[src/rtl/nups_pkg.sv]
// Shared types and constants for the nearest unvisited point search block.
// No dependencies; imported by every module of the block.
package nups_pkg;

    localparam int ACT_W  = 3;   // action code width
    localparam int STAT_W = 3;   // status code width
    localparam int IDX_W  = 10;  // index field width on the stream ports
    localparam int CNT_W  = 11;  // entry count field width on the stream ports

    typedef enum logic [ACT_W-1:0] {
        ACT_CLEAR  = 3'd0,
        ACT_APPEND = 3'd1,
        ACT_MARK   = 3'd2,
        ACT_QUERY  = 3'd3,
        ACT_FETCH  = 3'd4
    } t_action;

    typedef enum logic [STAT_W-1:0] {
        STAT_OK      = 3'd0,
        STAT_VISITED = 3'd1,
        STAT_RANGE   = 3'd2,
        STAT_FULL    = 3'd3,
        STAT_EMPTY   = 3'd4
    } t_status;

    typedef enum logic [2:0] {
        S_IDLE,
        S_SCAN,
        S_DRAIN,
        S_READ,
        S_LOAD,
        S_OUT
    } t_state;

    // write controls for the point store
    typedef struct packed {
        logic we_pt;   // write coordinates
        logic we_vis;  // write visited mark
        logic vis;     // visited mark value
    } t_wr_ctl;

endpackage

[src/rtl/nups_dist.sv]
// Pipelined squared-distance unit: difference, square, sum; one point per cycle.
// Three register stages, index tag carried alongside. Depends on nups_pkg.
module nups_dist
    import nups_pkg::*;
#(
    parameter int MAX_POINTS = 1024,
    parameter int COORD_BITS = 24
) (
    input  logic                          i_clk,
    input  logic                          i_rst_n,
    input  logic                          i_vld,
    input  logic [$clog2(MAX_POINTS)-1:0] i_tag,
    input  logic signed [COORD_BITS-1:0]  i_px,
    input  logic signed [COORD_BITS-1:0]  i_py,
    input  logic signed [COORD_BITS-1:0]  i_qx,
    input  logic signed [COORD_BITS-1:0]  i_qy,
    output logic                          o_vld,
    output logic [$clog2(MAX_POINTS)-1:0] o_tag,
    output logic [2*COORD_BITS+1:0]       o_dist,
    output logic                          o_busy
);

    localparam int AW = $clog2(MAX_POINTS);
    localparam int DW = 2 * COORD_BITS + 2;

    logic                    r_v1, r_v2, r_v3;
    logic [AW-1:0]           r_t1, r_t2, r_t3;
    logic signed [COORD_BITS:0] r_dx, r_dy;
    logic signed [DW-1:0]    r_sqx, r_sqy;
    logic [DW-1:0]           r_sum;

    logic signed [COORD_BITS:0] n_dx, n_dy;
    logic signed [DW-1:0]    n_sqx, n_sqy;

    assign n_dx  = {i_px[COORD_BITS-1], i_px} - {i_qx[COORD_BITS-1], i_qx};
    assign n_dy  = {i_py[COORD_BITS-1], i_py} - {i_qy[COORD_BITS-1], i_qy};
    // square of a signed value is never negative
    assign n_sqx = r_dx * r_dx;
    assign n_sqy = r_dy * r_dy;

    always_ff @(posedge i_clk) begin
        if (!i_rst_n) begin
            r_v1 <= 1'b0;
            r_v2 <= 1'b0;
            r_v3 <= 1'b0;
        end else begin
            r_v1 <= i_vld;
            r_v2 <= r_v1;
            r_v3 <= r_v2;
        end
    end

    always_ff @(posedge i_clk) begin
        r_t1  <= i_tag;
        r_dx  <= n_dx;
        r_dy  <= n_dy;
        r_t2  <= r_t1;
        r_sqx <= n_sqx;
        r_sqy <= n_sqy;
        r_t3  <= r_t2;
        r_sum <= $unsigned(r_sqx) + $unsigned(r_sqy);
    end

    assign o_vld  = r_v3;
    assign o_tag  = r_t3;
    assign o_dist = r_sum;
    assign o_busy = r_v1 | r_v2 | r_v3;

endmodule
[config.mk]
export PLATFORM = sky130hd
export DESIGN_NAME = nups_dist
export DESIGN_NICKNAME = d
export VERILOG_FILES = /design/src/rtl/nups_pkg.sv /design/src/rtl/nups_dist.sv
export SDC_FILE = /design/constraint.sdc
export NUM_CORES = 2
export LEC_CHECK = 0
export ABC_CLOCK_PERIOD_IN_PS = 7600
export CAP_MARGIN = 20
export CORE_MARGIN = 2
export CORE_UTILIZATION = 40
export CTS_BUF_LIST = sky130_fd_sc_hd__clkbuf_8
export DETAILED_ROUTE_END_ITERATION = 10
export DONT_BUFFER_PORTS = 1
export GPL_TIMING_DRIVEN = 0
export MAX_ROUTING_LAYER = met4
export SYNTH_ARGS = -nofsm -noshare
export SYNTH_HDL_FRONTEND = slang
export SYNTH_SLANG_ARGS = --single-unit
[constraint.sdc]
create_clock -name i_clk -period 7.6 [get_ports i_clk]
set_input_delay 1.14 -clock i_clk [delete_from_list [all_inputs] [get_ports i_clk]]
set_output_delay 1.14 -clock i_clk [all_outputs]
set_load 0.05 [all_outputs]
==> run_results.csv <==
group,metric,value,unit
final_layout,layout-drive-gt1-share,5.97,%
outcome,run_status,"complete, no violations",
clock_tree,clkLatencyLatePin,0.69,ns
sta,rsz0062_at_grt,"yes",
synthesis,ys_seq_area_share,9.18,%
global_routing,top_usage_layer,"met2",
synthesis,synth_top_cells_by_area,"fa_1 (48%), inv_1 (11%), ha_1 (9.8%)",
sta,tns,0,ns
sta,fin_hold_ws,0.296,ns
global_routing,grt.total_usage,22.1,%
drt,wirelength,134000,µm
clock_tree,clk_path_buf_depth,3,
global_routing,antenna_found_initial,15,
synthesis,yosysWarnings,0,
drt,avgRoutedWirePerCell,19.2,µm
die,dieWidth,359,µm
final_layout,fin_area,54300,µm²
synthesis,synth-async-reset-ratio,0,%
synthesis,synth_top_cell_area_share,48.3,%
run,max_cap_viol_count,0,
synthesis,syn_nets,6958,
synthesis,synth_enable_flop_cells,0,
clock_tree,cts_tree,"done",
synthesis,ys.flop_type,"dfxtp_1",
placement,place_area,52400,µm²
drt,drtAntennaViolNets,0,
final_layout,finalNetCount,7017,
synthesis,synth.top_cells.by_count,"inv_1 (1,474), fa_1 (1,216), nand2_1 (420), ha_1 (396), and2_1 (252)",
sta,post-route-period-util,96.5,%
drt,vias_per_cell,4.98,
synthesis,syn-instance-count,5237,
worst_setup_path,cpPeakStageDelay,0.55,ns
worst_setup_path,end_kind,"flop",
worst_setup_path,crit_path_top_delay_cell,"fa_1",
die,row_count,130,
drt,drc,0,
synthesis,yosysTopAreaCell,"fa_1",
die,die_y,359,µm
die,core_area,125000,µm²
clock_tree,path_clk_slew,0.06,ns
placement,dp_hpwl,114000,µm
worst_setup_path,crit_fanout,10,
final_layout,area_growth,7.84,%
clock_tree,cts.sinks,231,
sta,fmax,136,MHz
synthesis,yosysMostFrequentCell,"inv_1",
die,dieArea,129000,µm²
placement,port_buffers,0,
synthesis,synth.cell_area,50400,µm²
sta,tightest_slew,0.740,ns
global_routing,gr-usage-met1,28.7,%
sta,skew,0.0544,ns
sta,maxSlewViolCount,0,
die,pin_count,171,
global_routing,met2_usage,35.6,%
sta,finalSetupViolations,0,
worst_setup_path,critPathLaunchType,"flop",
global_routing,use_met3,3.34,%
global_routing,grt_pass1_wl,213000,µm
clock_tree,numCtsBuffers,42,
global_routing,overflow,0,
worst_setup_path,crit_required,8.19,ns
worst_setup_path,critPathArrivalTime,7.92,ns
synthesis,syn_area_per_cell,9.62,µm²
synthesis,yosys_register_bits,231,
hold_path,hold_class,"flop to flop",
synthesis,ys_types,76,
global_routing,grt_start_max_net_pins,13,
sta,relSlewSlack,50.7,%
drt,drt-initial-drc-count,2194,
clock_tree,cts.htree.levels,2,
sta,fin_crit,7.33,ns
sta,finalHoldViolCount,0,
clock_tree,hold_buffers,0,
clock_tree,cts_root_buffer,"clkbuf_8",
global_routing,grt_pass1_vias,38100,
drt,vias,34800,
placement,gp_congestion,0.969,
final_layout,fill_cells,12300,
worst_setup_path,crit_type,"flop to flop",
drt,first_pass_iters,5,
die,start_util,40.2,%
worst max-delay path, delay by kind of cell (launching register included):
family          cells  cell delay, ns
compound gates      4            0.62
mux                 1            0.33
fa+ha+maj           8            3.83
simple gates        5            0.99
flops               1            0.49
buf+inv            10            0.96
kinds of logic after synthesis:
logic type,share of synthesized area [%]
buf+inv,12.1
fa+ha+maj,58.2
simple gates,10.4
compound gates,6.57
flops,9.18
xor+xnor,3.43
mux,0.166
worst paths after layout:
check / to / slack [ns] / cells past startpoint / from
worst min register to register: r_t2[5] / 0.30 / 0 / r_t1[5]
worst min-delay path: r_t2[5] / 0.30 / 0 / r_t1[5]
worst max register to register: r_sqy[47] / 0.27 / 28 / r_dy[3]
worst max-delay path: r_sqy[47] / 0.27 / 28 / r_dy[3]
placed cells by master, fill, tap and decap left out, drive strengths merged, types with 9 or more instances in the layout:
cell type,n
xor2,51
clkinvlp,12
inv,1484
buf,67
dfxtp,231
and2,252
ha,396
fa,1216
nand3b,9
xnor2,146
a211oi,31
o21a,28
nand4,25
or3,11
and3,18
a21o,75
nor4,9
a31oi,10
clkbuf,140
o21ai,86
nand2b,28
nand3,39
o21bai,30
nand2,420
o211ai,16
nor2,145
a21oi,151
o31ai,11
nor3,36
nor2b,58
stage by stage:
stage | util (%) | setup slack (ns) | cells
6_report | 43.4 | 0.269 | 6982
5_1_grt | 43.4 | -0.0583 | 6979
4_1_cts | 43.0 | 0.000413 | 6967
3_5_place_dp | 41.9 | -1.56 | 6887
3_3_place_gp | 41.9 | -1.50 | 6887
2_1_floorplan | - | 0.479 | 5237
routing by layer:
metal,up-vias,wire [µm]
li1,15600,-
met1,17900,56800
met2,1032,63800
met3,235,8370
met4,0,4770
met5,-,0
what timing repair did:
item | 4_1_cts | 5_1_grt
resized for setup | 256 | 172
endpoints found under the hold margin | 0 | 0
cloned | 0 | 0
setup buffers | 11 | 15
endpoints found under the setup margin | 59 | 34
pin swaps | 6 | 11
area by class of cell:
| type | count | area (µm²) | area share (%) |
|---|---|---|---|
| antenna | 5 | 12.5 | 0.0230 |
| buffer | 134 | 1010 | 1.86 |
| clock buffer | 47 | 647 | 1.19 |
| clock inverter | 28 | 175 | 0.323 |
| inverter | 1474 | 5560 | 10.2 |
| multi-input combinational | 3387 | 39900 | 73.4 |
| sequential | 231 | 4750 | 8.74 |
| tap | 1650 | 2060 | 3.80 |
| timing repair buffer | 26 | 208 | 0.382 |
registers in the layout, indices dropped and copies added (netlist names):
name    cells
o_vld       1
r_sqy      49
r_t2       10
r_dx       25
r_t1       10
o_tag      10
o_dist     50
r_v1        1
r_sqx      49
r_dy       25
r_v2        1
Power is left out: the tool's default activity adds up to more than one toggle a clock period on the data nets, which glitch-free logic cannot reach.
